`src/design/lfdtd_pkg.sv`:
```
// Shared constants, types and register codes for the lossy line FDTD step block.
// No dependencies; the cell, sequencer and top level files import this package.
package lfdtd_pkg;

	// Line size and derived storage geometry.
	localparam int CELLS = 1024;
	localparam int NODES = CELLS + 1;
	localparam int VA_W  = $clog2(NODES);
	localparam int IA_W  = $clog2(CELLS);

	// Fixed-point layout: signed Q2.30 values and coefficients.
	localparam int DATA_W = 32;
	localparam int FRAC   = 30;
	localparam int OPD_W  = 34;
	localparam int LO_W   = 16;
	localparam int NODE_W = 11;

	// Configuration port.
	localparam int CFG_IDX_W = 3;

	typedef enum logic [CFG_IDX_W-1:0] {
		REG_VOLT_DECAY = 3'd0,
		REG_VOLT_DRIVE = 3'd1,
		REG_CURR_DECAY = 3'd2,
		REG_CURR_DRIVE = 3'd3,
		REG_NEAR_NODE  = 3'd4,
		REG_FAR_NODE   = 3'd5
	} cfg_reg_t;

	localparam logic signed [DATA_W-1:0] DECAY_RST    = 32'sh4000_0000;
	localparam logic [NODE_W-1:0]        FAR_NODE_RST = 11'd1024;

	typedef enum logic [2:0] {
		ST_CLEAR,
		ST_IDLE,
		ST_RUN,
		ST_DRAIN,
		ST_HOLD
	} state_t;

	// Controls for one update cell: double the drive term, subtract it.
	typedef struct packed {
		logic dbl;
		logic neg;
	} cell_op_t;

	// Side data that travels through a cell beside the arithmetic.
	typedef struct packed {
		logic [VA_W-1:0]          idx;
		logic signed [DATA_W-1:0] aux;
	} tag_t;

	// Sequencer outputs toward the datapath.
	typedef struct packed {
		logic            ready;
		logic            post;
		logic            clr_we;
		logic            rd_en;
		logic [VA_W-1:0] addr;
	} ctrl_t;

endpackage

```
`src/design/lfdtd_ctrl.sv`:
```
// Sequencer: clearing sweep after reset, one read sweep per time step, result hand-off.
// Depends on lfdtd_pkg.
module lfdtd_ctrl (
	input  logic              clk,
	input  logic              arst_n,
	input  logic              start,
	input  logic              done,
	input  logic              out_free,
	output lfdtd_pkg::ctrl_t  ctrl
);
	import lfdtd_pkg::*;

	localparam logic [VA_W-1:0] LAST = VA_W'(CELLS);

	state_t          state_q, state_d;
	logic [VA_W-1:0] addr_q, addr_d;

	always_ff @(posedge clk or negedge arst_n) begin
		if (!arst_n) begin
			state_q <= ST_CLEAR;
			addr_q  <= '0;
		end else begin
			state_q <= state_d;
			addr_q  <= addr_d;
		end
	end

	always_comb begin
		state_d   = state_q;
		addr_d    = addr_q;
		ctrl      = '0;
		ctrl.addr = addr_q;
		case (state_q)
			ST_CLEAR: begin
				ctrl.clr_we = 1'b1;
				if (addr_q == LAST) begin
					addr_d  = '0;
					state_d = ST_IDLE;
				end else begin
					addr_d = addr_q + VA_W'(1);
				end
			end
			ST_IDLE: begin
				ctrl.ready = 1'b1;
				if (start) begin
					addr_d  = '0;
					state_d = ST_RUN;
				end
			end
			ST_RUN: begin
				ctrl.rd_en = 1'b1;
				if (addr_q == LAST) begin
					addr_d  = '0;
					state_d = ST_DRAIN;
				end else begin
					addr_d = addr_q + VA_W'(1);
				end
			end
			ST_DRAIN: begin
				if (done) begin
					if (out_free) begin
						ctrl.post = 1'b1;
						state_d   = ST_IDLE;
					end else begin
						state_d = ST_HOLD;
					end
				end
			end
			ST_HOLD: begin
				if (out_free) begin
					ctrl.post = 1'b1;
					state_d   = ST_IDLE;
				end
			end
			default: begin
				state_d = ST_CLEAR;
			end
		endcase
	end

endmodule

```
`config.mk`:
```
export PLATFORM = sky130hd
export DESIGN_NAME = lfdtd_ctrl
export DESIGN_NICKNAME = d
export VERILOG_FILES = /design/src/design/lfdtd_pkg.sv /design/src/design/lfdtd_ctrl.sv
export SDC_FILE = /design/constraint.sdc
export NUM_CORES = 1
export LEC_CHECK = 0
export BUFFER_PORTS_ARGS = -buffer_cell sky130_fd_sc_hd__buf_2
export CORE_AREA = 2 2 45 47
export DETAILED_ROUTE_END_ITERATION = 12
export DIE_AREA = 0 0 47 49
export GPL_TIMING_DRIVEN = 0
export PLACE_DENSITY = 0.74
export SLEW_MARGIN = 20
export SYNTH_ARGS = -nofsm -noshare
export SYNTH_HDL_FRONTEND = slang
export SYNTH_SLANG_ARGS = --single-unit
```
`constraint.sdc`:
```
create_clock -name clk -period 2.1 [get_ports clk]
set_input_delay 0.21 -clock clk [delete_from_list [all_inputs] [get_ports clk]]
set_output_delay 0.21 -clock clk [all_outputs]
set_load 0.01 [all_outputs]
```
==> qor.yml, run 1 <==
outcome:
  status: "finished, final reports clean"
grt:
  gr-total-overflow: 0
  number_of_antenna_violations_at_the_first_check_in_global_routing: 0
  maximum_number_of_pins_on_one_net_before_global_route_repair: 15
  grt_pass1_wl_um: 3280
  number_of_global_route_vias_before_repair: 777
  grt_util_all_layers_pct: 19.3
synth:
  synth.top_cell.area_share_pct: 39.1
  synthesis.area_um2: 896
  synth.area.top_cells: "sky130_fd_sc_hd__dfrtp_1 (39%), sky130_fd_sc_hd__a21oi_1 (6.7%), sky130_fd_sc_hd__nor4_4 (4.7%)"
  synthesis.instances: 97
  yosys-top-cells-count: "sky130_fd_sc_hd__dfrtp_1 (14), sky130_fd_sc_hd__a21oi_1 (12), sky130_fd_sc_hd__nand2_1 (9)"
  dominantRegCellSynth: "sky130_fd_sc_hd__dfrtp_1"
  warnings_from_yosys: 0
  synthAdderAreaFrac_pct: 2.79
  syn-mean-instance-area_um2: 9.24
  syn-num-nets: 104
  synth_compound_area_share_pct: 23.0
  synth_enable_flop_cells: 0
  yosys.area_share.xor_xnor_pct: 0
  synthMuxAreaShare_pct: 2.23
  share_of_synthesized_area_occupied_by_flip_flops_and_latches_pct: 39.1
  yosys.area.top_type: "sky130_fd_sc_hd__dfrtp_1"
  synthSimpleGateAreaFrac_pct: 25.3
  synth_cell_types: 31
  yosysMostFrequentCell: "sky130_fd_sc_hd__dfrtp_1"
  asyncSetResetFlopFracSynth_pct: 100
  synth_top_family_by_area: "simple AND/OR/NAND/NOR gates"
  synth.ff_latch_count: 14
cts:
  cts-htree-levels: 1
  cts_setup_buffers: 0
  cts_inserted_buffers: 3
  clk_pin_slew_ns: 0.08
  cts.repair.resized: 0
  cts_num_sinks: 14
  cts_hold_buffers: 1
  tritoncts_clock_tree: "done"
  root_buffer_master: "sky130_fd_sc_hd__clkbuf_4"
  max-clock-path-buffers: 2
  clock_latency_ns: 0.28
setup_path:
  setup.worst_path.class: "register to primary output"
  path_max_fanout: 7
  worstSetupEndpointType: "primary output"
  cp_data_arrival_time_ns: 1.45
  worst_setup_path_start_kind: "register"
  cp.required_ns: 1.89
sta:
  hold_violations: 0
  setup_viol: 0
  worstMarginPinSlew_ns: 0.314
  fmax_mhz: 603
  clock_skew_ns: 0.00116
  min_period_over_period_pct: 78.9
  drv_slew: 0
  setup_tns_ns: 0
  timing.slew.headroom_pct: 79.1
  period_needed_ns: 1.66
  rsz_0062_raised_after_global_routing: "false"
routing:
  route.vias.total: 818
  routedWlPerCell_um: 12.8
  drt_first_iter_violations: 25
  drc_errors: 0
  detail_route.wirelength_um: 1890
  first_pass_iters: 4
  drt-vias-per-instance: 5.53
  ant_nets: 0
floorplanning:
  coreArea_um2: 1840
  io_pins: 20
  floorplan.initialDensity_pct: 48.6
  dieWidth_um: 47
  std_cell_rows: 16
  die-height_um: 49
  die_area_um2: 2300
power_and_ir_drop:
  power_switching_mw: 0.590
  leak_pwr_nw: 0.529
  internal_power_mw: 0.793
  share_seq_of_total_power_pct: 31.3
  power_per_cell_area_nw_per_um2: 1290
  switching_share_pct: 42.7
  design_power_total_mw: 1.38
  ir_worst_vdd_v: 0.000840
  p_clk_share_pct: 14.1
  combinational_share_of_power_pct: 54.6
placement:
  place_congestion: 0.846
  dpl.hpwl_um: 1380
  numPortBuffers: 19
finish:
  num_antenna_cells: 0
  fillerInstances: 169
  nNetsFinal: 129
  multi_input_area_um2: 478
  share_of_final_layout_standard_cells_stronger_than_drive_strength_1_pct: 28.1
  area.growth.synth_to_final_pct: 19.6
  sequential_cell_area_um2: 350
min_path:
  holdCritPathClass: "input pin to register"
flow_run:
  max-cap-violations: 0
==> per-layer routing <==
| metal | share of wire, % | GRT usage [%] |
|---|---|---|
| met1 | 49 | 27.7 |
| met2 | 45 | 26.9 |
| met3 | 3.8 | 3.33 |
| met4 | 3.0 | 10.2 |
| met5 | 0 | 0 |
==> critical path: stages, from the launching register on <==
cell and delay (ns):
sky130_fd_sc_hd__dfrtp_1 0.45, sky130_fd_sc_hd__inv_1 0.10, sky130_fd_sc_hd__nand2_1 0.08, sky130_fd_sc_hd__o2bb2a_1 0.30, sky130_fd_sc_hd__nor2b_1 0.11, sky130_fd_sc_hd__buf_2 0.13
==> stage by stage <==
step	util, %	worst slack [ns]	area, um2	hold WS, ns	instances
floorplan	-	0.550	896	-0.0856	97
global placement	55.6	0.502	1020	0.128	143
detailed placement	55.6	0.478	1020	0.121	143
CTS	58.2	0.431	1070	0.115	148
global route	58.2	0.309	1070	0.116	148
finish	58.2	0.443	1070	0.122	148
==> placed cells by master, fill, tap and decap left out, types with 3 or more instances in the layout <==
cell,count
sky130_fd_sc_hd__inv_1,7
sky130_fd_sc_hd__o21ai_0,3
sky130_fd_sc_hd__buf_6,3
sky130_fd_sc_hd__nand3_1,4
sky130_fd_sc_hd__a21o_1,3
sky130_fd_sc_hd__nor2_1,8
sky130_fd_sc_hd__buf_2,19
sky130_fd_sc_hd__nand4_1,5
sky130_fd_sc_hd__a21oi_1,12
sky130_fd_sc_hd__clkbuf_4,4
sky130_fd_sc_hd__nand2_1,9
sky130_fd_sc_hd__dfrtp_1,14
==> registers in the layout (all words and copies together) (netlist names) <==
name,cells
addr_q,11
state_q,3
==> power groups by stage <==
stage	logic, mW	clock network (mW)	registers (mW)
global route	0.839	0.214	0.450
global placement	0.734	0	0.430
detailed placement	0.752	0	0.438
floorplan	0.553	0	0.442
finish	0.755	0.195	0.434
CTS	0.757	0.199	0.432
==> kinds of logic after synthesis <==
logic type,after synthesis
compound gates,29
simple gates,39
buf+inv,11
flops,14
fa+ha+maj,2
mux,2
==> final timing paths <==
kind                            start         end  slack (ns)  depth (start not counted)
max                        state_q[2]    ctrl[13]        0.44                          5
max in group asynchronous      arst_n  state_q[1]        1.52                          2
max reg2reg                 addr_q[3]   addr_q[7]        0.47                          6
min                          out_free  state_q[2]        0.12                          2
min reg2reg                state_q[2]  state_q[1]        0.57                          1
min in group asynchronous      arst_n   addr_q[5]        0.34                          2
==> cell type report <==
| class | count | share of cell area, % |
|---|---|---|
| repair buffers | 20 | 9.81 |
| multi-input cells | 72 | 44.6 |
| plain buffers | 4 | 3.86 |
| flip-flops and latches | 14 | 32.7 |
| well taps | 27 | 3.15 |
| clock buffers | 4 | 3.39 |
| inverters | 7 | 2.45 |
Note: power is estimated with default switching activity, not from simulation.
==> inputs of run 2 (changes only) <==
--- a/config.mk
+++ b/config.mk
@@ -5,12 +5,13 @@
 export SDC_FILE = /design/constraint.sdc
 export NUM_CORES = 1
 export LEC_CHECK = 0
+export ABC_AREA = 1
 export BUFFER_PORTS_ARGS = -buffer_cell sky130_fd_sc_hd__buf_2
-export CORE_AREA = 2 2 45 47
+export CORE_AREA = 2 2 48 50
 export DETAILED_ROUTE_END_ITERATION = 12
-export DIE_AREA = 0 0 47 49
+export DIE_AREA = 0 0 50 52
 export GPL_TIMING_DRIVEN = 0
-export PLACE_DENSITY = 0.74
+export PLACE_DENSITY = 0.72
 export SLEW_MARGIN = 20
 export SYNTH_ARGS = -nofsm -noshare
 export SYNTH_HDL_FRONTEND = slang
==> constraint.sdc (replaced) <==
create_clock -name clk -period 1.5 [get_ports clk]
set_input_delay 0.15 -clock clk [delete_from_list [all_inputs] [get_ports clk]]
set_output_delay 0.15 -clock clk [all_outputs]
set_load 0.01 [all_outputs]
==> qor.yml, run 2 <==
outcome:
  status: "finished, final reports clean"
grt:
  grt_pass1_wl_um: 3790  # +15%
  grt_util_all_layers_pct: 19.3  # about the same
  gr-total-overflow: 0  # unchanged
  number_of_global_route_vias_before_repair: 880  # +13%
  maximum_number_of_pins_on_one_net_before_global_route_repair: 15  # unchanged
  number_of_antenna_violations_at_the_first_check_in_global_routing: 0  # unchanged
placement:
  numPortBuffers: 19  # unchanged
  dpl.hpwl_um: 1520  # +10%
  place_congestion: 0.806  # -4.7%
  dpl_cell_area_um2: 1080  # +5.7%
floorplanning:
  io_pins: 20  # unchanged
  die_area_um2: 2600  # +13%
  coreArea_um2: 2110  # +14%
  die-height_um: 52  # +6.1%
  dieWidth_um: 50  # +6.4%
  std_cell_rows: 17  # +1
  floorplan.initialDensity_pct: 45.3  # -3.4 points
setup_path:
  critPathSlowestCell: "sky130_fd_sc_hd__dfrtp_2"
  path_max_fanout: 4  # -3
  r2r_cell_count: 8  # +2
  worstSetupStartpoint: "state_q[2]"
  worst_path_dominant_cell_family: "flip-flops"
  path_buf_inv: 2  # unchanged
  worst_path_largest_cell_delay_ns: 0.44  # about the same
  cp_cell_sequence: "inv_2, nand2_4, nor2_4, nand2_2, o21ai_2, buf_2"
  worstSetupEndpointType: "primary output"
  regToRegSetupSlack_ns: 0.10  # -0.37 ns
  worst_setup_path_start_kind: "register"
  cp_num_cells: 6  # +1
  regToRegEndpoint: "addr_q[10]"
  rr_startpoint: "addr_q[0]"
  crit_path_end: "ctrl[13]"
  setup.worst_path.class: "register to primary output"
  cp_data_arrival_time_ns: 1.28  # -0.17 ns
  cp.required_ns: 1.35  # -0.54 ns
synth:
  share_of_synthesized_area_occupied_by_flip_flops_and_latches_pct: 36.7  # -2.4 points
  asyncSetResetFlopFracSynth_pct: 100  # unchanged
  synthAdderAreaFrac_pct: 2.62  # -0.17 points
  synth_enable_flop_cells: 0  # unchanged
  warnings_from_yosys: 0  # unchanged
  synthSimpleGateAreaFrac_pct: 36.1  # +11 points
  synth.top_cell.area_share_pct: 36.7  # -2.4 points
  synth_cell_types: 22  # -29%
  syn-mean-instance-area_um2: 7.22  # -22%
  yosys-top-cells-count: "sky130_fd_sc_hd__nand2_1 (28), sky130_fd_sc_hd__inv_1 (23), sky130_fd_sc_hd__dfrtp_1 (14), sky130_fd_sc_hd__nand3_1 (14)"
  syn-num-nets: 139  # +34%
  synthMuxAreaShare_pct: 0  # -2.2 points
  synth_top_family_by_area: "simple AND/OR/NAND/NOR gates"
  synthesis.area_um2: 953  # +6.4%
  synth_compound_area_share_pct: 9.97  # -13 points
  synth.ff_latch_count: 14  # unchanged
  yosysMostFrequentCell: "sky130_fd_sc_hd__nand2_1"
  yosys.area.top_type: "sky130_fd_sc_hd__dfrtp_1"
  synthesis.instances: 132  # +36%
  dominantRegCellSynth: "sky130_fd_sc_hd__dfrtp_1"
  synth.area.top_cells: "sky130_fd_sc_hd__dfrtp_1 (37%), sky130_fd_sc_hd__nand2_1 (11%), sky130_fd_sc_hd__inv_1 (9.1%)"
  yosys.area_share.xor_xnor_pct: 2.76  # +2.8 points
routing:
  ant_nets: 0  # unchanged
  drc_errors: 0  # unchanged
  route.vias.total: 935  # +14%
  detail_route.wirelength_um: 2210  # +17%
  drt_first_iter_violations: 14  # -44%
  drt-vias-per-instance: 5.00  # -9.5%
  first_pass_iters: 4  # unchanged
  routedWlPerCell_um: 11.8  # -7.5%
finish:
  final_cell_mix: "sky130_fd_sc_hd__nand2_1 (27), sky130_fd_sc_hd__inv_1 (22), sky130_fd_sc_hd__buf_2 (19)"
  area.growth.synth_to_final_pct: 23.2
  most_common_library_cell_in_the_layout_ignoring_fill_and_taps: "sky130_fd_sc_hd__nand2_1"
  layout.cell_area.non_filler_um2: 1170  # +9.7%
  num_antenna_cells: 0  # unchanged
  share_of_final_layout_standard_cells_stronger_than_drive_strength_1_pct: 30.8  # +2.7 points
  nNetsFinal: 168  # +30%
  largest_reg_flops: 11  # unchanged
  postLayoutCoreUtil_pct: 55.8  # -2.4 points
  max_flop_register: "addr_q"
  reg_top3: "addr_q x11, state_q x3"
min_path:
  holdCritPathClass: "input pin to register"
sta:
  worstMarginPinSlew_ns: 0.339  # +0.0246 ns
  fmax_mhz: 700
  drv_slew: 0  # unchanged
  setup_tns_ns: 0  # unchanged
  clock_skew_ns: 0.000778  # -0.000385 ns
  min_period_over_period_pct: 95.2
  period_needed_ns: 1.43
  setup_viol: 0  # unchanged
  rsz_0062_raised_after_global_routing: "true"
  timing.slew.headroom_pct: 77.4  # -1.6 points
  hold_violations: 0  # unchanged
power_and_ir_drop:
  power_per_cell_area_nw_per_um2: 1930  # +49%
  ir_worst_vdd_v: 0.00116  # +38%
  leak_pwr_nw: 0.611  # +16%
cts:
  cts-htree-levels: 1  # unchanged
  max-clock-path-buffers: 2  # unchanged
  root_buffer_master: "sky130_fd_sc_hd__clkbuf_4"
  cts_num_sinks: 14  # unchanged
  tritoncts_clock_tree: "done"
  clock_latency_ns: 0.28  # about the same
  clk_pin_slew_ns: 0.08  # about the same
  cts_inserted_buffers: 3  # unchanged
flow_run:
  max-cap-violations: 0  # unchanged
run 2: worst min path at each step:
stage / from / to / slack [ns] / depth (start not counted)
final: out_free / state_q[2] / 0.19 / 4
after global routing: out_free / state_q[2] / 0.18 / 4
after CTS: out_free / state_q[2] / 0.17 / 4
after detailed placement: arst_n / addr_q[5] / 0.07 / 1
after global placement: arst_n / addr_q[3] / 0.07 / 1
after floorplan: arst_n / addr_q[0] / -0.15 / 0
run 2: power breakdown:
part / internal, mW / leakage [nW] / total, mW / switching (mW)
Combinational: 0.523 / 0.414 / 1.30 / 0.781
Clock: 0.0932 / 0.0138 / 0.218 / 0.125
Sequential: 0.525 / 0.183 / 0.744 / 0.219
Total: 1.14 / 0.611 / 2.27 / 1.13
run 2: routing by layer:
layer / global-route usage [%] / share of wire [%] / wire [um] / vias to the layer above
li1: - / - / - / 473
met1: 21.6 / 45 / 986 / 437
met2: 34.4 / 50 / 1090 / 20
met3: 3.45 / 4.0 / 88 / 5
met4: 10.6 / 1.8 / 39 / 0
met5: 0 / 0 / 0 / -
run 2: tightest hold or removal path: stages:
cell                      delay, ns
sky130_fd_sc_hd__buf_2         0.12
sky130_fd_sc_hd__nor3_1        0.06
sky130_fd_sc_hd__nand3_1       0.07
sky130_fd_sc_hd__nand2_1       0.04
run 2: final cells by class:
type | instances | area, um2
Tap cell | 28 | 35.0
Buffer | 2 | 18.8
Timing Repair Buffer | 24 | 135
Sequential cell | 14 | 353
Fill cell | 201 | 931
Inverter | 25 | 96.3
Multi-Input combinational cell | 91 | 514
Clock buffer | 3 | 22.5
run 2: repair_timing:
item / 4_1_cts / 5_1_grt
resized for setup: 3 / 9
pin swaps: 1 / 2
endpoints found under the hold margin: 14 / 0
endpoints found under the setup margin: 2 / 10
hold buffers: 1 / 0
buffers inserted: 1 / 3
run 2: stage by stage:
| step | power (mW) | setup WS (ns) | std cells | hold WS (ns) |
|---|---|---|---|---|
| floorplan | 1.55 | 0.112 | 132 | -0.146 |
| global placement | 1.88 | 0.0366 | 179 | 0.0659 |
| detailed placement | 1.91 | 0.0235 | 179 | 0.0712 |
| CTS | 2.15 | 0.000391 | 184 | 0.168 |
| global route | 2.49 | -0.0253 | 187 | 0.183 |
| finish | 2.27 | 0.0718 | 187 | 0.185 |
run 2: cells by family after synthesis:
logic type               after synthesis
AND/OR/NAND/NOR                       70
buffers and inverters                 27
AO/OA/AOI/OAI                         16
flip-flops                            14
XOR/XNOR                               3
adder cells (fa/ha/maj)                2
==> inputs of run 3 (changes only) <==
--- a/config.mk
+++ b/config.mk
@@ -7,11 +7,13 @@
 export LEC_CHECK = 0
 export ABC_AREA = 1
 export BUFFER_PORTS_ARGS = -buffer_cell sky130_fd_sc_hd__buf_2
-export CORE_AREA = 2 2 48 50
+export CELL_PAD_IN_SITES_DETAIL_PLACEMENT = 2
+export CELL_PAD_IN_SITES_GLOBAL_PLACEMENT = 2
+export CORE_AREA = 2 2 64 66
 export DETAILED_ROUTE_END_ITERATION = 12
-export DIE_AREA = 0 0 50 52
+export DIE_AREA = 0 0 66 68
 export GPL_TIMING_DRIVEN = 0
-export PLACE_DENSITY = 0.72
+export PLACE_DENSITY_LB_ADDON = 0.1
 export SLEW_MARGIN = 20
 export SYNTH_ARGS = -nofsm -noshare
 export SYNTH_HDL_FRONTEND = slang
==> qor.yml, run 3 (synthesis gave the netlist of run 2 again) <==
outcome:
  status: "finished, final reports clean"
cts:
  clock_latency_ns: 0.26  # -0.02 ns
  max-clock-path-buffers: 2  # unchanged
  tritoncts_clock_tree: "done"
  clk_pin_slew_ns: 0.06  # -0.02 ns
  cts_inserted_buffers: 3  # unchanged
  cts-htree-levels: 1  # unchanged
  root_buffer_master: "sky130_fd_sc_hd__clkbuf_8"
  cts_num_sinks: 14  # unchanged
routing:
  route.vias.total: 969  # +3.6%
  drt-vias-per-instance: 4.51  # -9.9%
  first_pass_iters: 4  # unchanged
  routedWlPerCell_um: 15.0  # +27%
  drt_first_iter_violations: 6  # -8
  drc_errors: 0  # unchanged
  ant_nets: 0  # unchanged
  detail_route.wirelength_um: 3220  # +46%
placement:
  place_congestion: 0.742  # -8.0%
  numPortBuffers: 19  # unchanged
  dpl.hpwl_um: 2340  # +54%
grt:
  grt_pass1_wl_um: 5400  # +42%
  gr-total-overflow: 0  # unchanged
  number_of_global_route_vias_before_repair: 1090  # +24%
  maximum_number_of_pins_on_one_net_before_global_route_repair: 15  # unchanged
  number_of_antenna_violations_at_the_first_check_in_global_routing: 0  # unchanged
  grt_util_all_layers_pct: 16.4  # -2.9 points
setup_path:
  regToRegEndpoint: "state_q[1]"
  critPathSlowestCell: "sky130_fd_sc_hd__dfrtp_2"
  worstSetupEndpointType: "primary output"
  cp.required_ns: 1.35  # about the same
  r2r_cell_count: 9  # +1
  regToRegSetupSlack_ns: 0.09  # about the same
  rr_startpoint: "addr_q[0]"
  cp_cell_sequence: "buf_4, nor2_4, inv_4, nor2_1, buf_2"
  path_buf_inv: 3  # +1
  setup.worst_path.class: "register to primary output"
  worst_setup_path_start_kind: "register"
  worst_path_dominant_cell_family: "flip-flops"
  worst_path_largest_cell_delay_ns: 0.42  # -0.02 ns
  path_max_fanout: 4  # unchanged
  cp_data_arrival_time_ns: 1.27  # about the same
sta:
  hold_violations: 0  # unchanged
  min_period_over_period_pct: 95.0  # -0.26 points
  setup_viol: 0  # unchanged
  worstMarginPinSlew_ns: 0.371  # +0.0321 ns
  fmax_mhz: 702  # +0.27%
  drv_slew: 0  # unchanged
  final.hold.worst_slack_ns: 0.247  # +0.0619 ns
  timing.slew.headroom_pct: 75.3  # -2.1 points
  rsz_0062_raised_after_global_routing: "true"
  period_needed_ns: 1.42  # -0.00390 ns
  clock_skew_ns: 0.00722  # +0.00644 ns
min_path:
  holdCritPathClass: "input pin to register"
  holdPathStages: 4  # unchanged
  hold_start: "out_free"
  holdPathEnd: "state_q[2]"
power_and_ir_drop:
  design_power_total_mw: 2.70  # +19%
  leak_pwr_nw: 0.655  # +7.3%
  power_per_cell_area_nw_per_um2: 2080  # +7.7%
  ir_worst_vdd_v: 0.000594  # -49%
finish:
  area.growth.synth_to_final_pct: 36.4
  reg_top3: "addr_q x11, state_q x3"
  max_flop_register: "addr_q"
  num_antenna_cells: 0  # unchanged
  postLayoutCoreUtil_pct: 33.7  # -22 points
  share_of_final_layout_standard_cells_stronger_than_drive_strength_1_pct: 33.9  # +3.1 points
  most_common_library_cell_in_the_layout_ignoring_fill_and_taps: "sky130_fd_sc_hd__nand2_1"
  largest_reg_flops: 11  # unchanged
  final_cell_mix: "sky130_fd_sc_hd__nand2_1 (28), sky130_fd_sc_hd__inv_1 (22), sky130_fd_sc_hd__buf_2 (19)"
  fillerInstances: 472  # +130%
  nNetsFinal: 173  # +3.0%
floorplanning:
  coreArea_um2: 3860  # +83%
  die_area_um2: 4490  # +73%
  std_cell_rows: 23  # +6
  floorplan.initialDensity_pct: 24.7  # -21 points
  die-height_um: 68  # +31%
  io_pins: 20  # unchanged
  dieWidth_um: 66  # +32%
flow_run:
  max-cap-violations: 0  # unchanged
-- run 3: worst register-to-register path: cells and delay by family, from the launching register on --
family | cells | cell delay (ns)
compound gates | 1 | 0.21
simple gates | 4 | 0.23
flops | 1 | 0.40
fa+ha+maj | 1 | 0.13
buf+inv | 3 | 0.34
-- run 3: metrics by stage --
step	worst slack, ns	cell area [um2]	instances	TNS [ns]
6_report	0.0757	1300	215	0
3_5_place_dp	-0.0989	1110	201	-0.385
2_1_floorplan	0.112	953	132	0
3_3_place_gp	-0.0408	1110	201	-0.0590
5_1_grt	-0.0362	1300	215	-0.0456
4_1_cts	0.00547	1250	212	0
-- run 3: per-layer routing --
metal | vias to the layer above | GRT usage, % | wire (um)
li1 | 482 | - | -
met1 | 466 | 17.6 | 1320
met2 | 16 | 32.1 | 1760
met3 | 5 | 2.47 | 81
met4 | 0 | 6.89 | 58
met5 | - | 0 | 0
-- run 3: area by class of cell --
class / instances / area [um2] / area share (%)
buffer: 2 / 22.5 / 1.73
clock buffer: 4 / 55.1 / 4.23
inverter: 25 / 96.3 / 7.41
multi-input combinational: 91 / 524 / 40.3
sequential: 14 / 354 / 27.2
tap: 50 / 62.6 / 4.81
timing repair buffer: 29 / 185 / 14.2
-- run 3: where the power goes --
part	switching, mW	leakage (nW)	total (mW)	internal, mW
Sequential	0.223	0.182	0.751	0.528
Combinational	0.895	0.445	1.55	0.659
Clock	0.162	0.0288	0.395	0.233
-- run 3: worst max path at each step --
stage,slack (ns),cells after the start,startpoint,end
after floorplan,0.11,8,addr_q[0],addr_q[10]
after global placement,-0.04,8,addr_q[0],addr_q[10]
after detailed placement,-0.1,8,addr_q[0],addr_q[10]
after CTS,0.005,9,addr_q[0],state_q[1]
after global routing,-0.04,8,addr_q[0],addr_q[10]
final,0.08,5,state_q[2],ctrl[12]
-- run 3: repair_timing --
item	in CTS	in global routing
hold buffers	1	0
resized for setup	7	8
endpoints found under the setup margin	10	8
endpoints found under the hold margin	14	0
buffers inserted	6	3
pin swaps	2	2
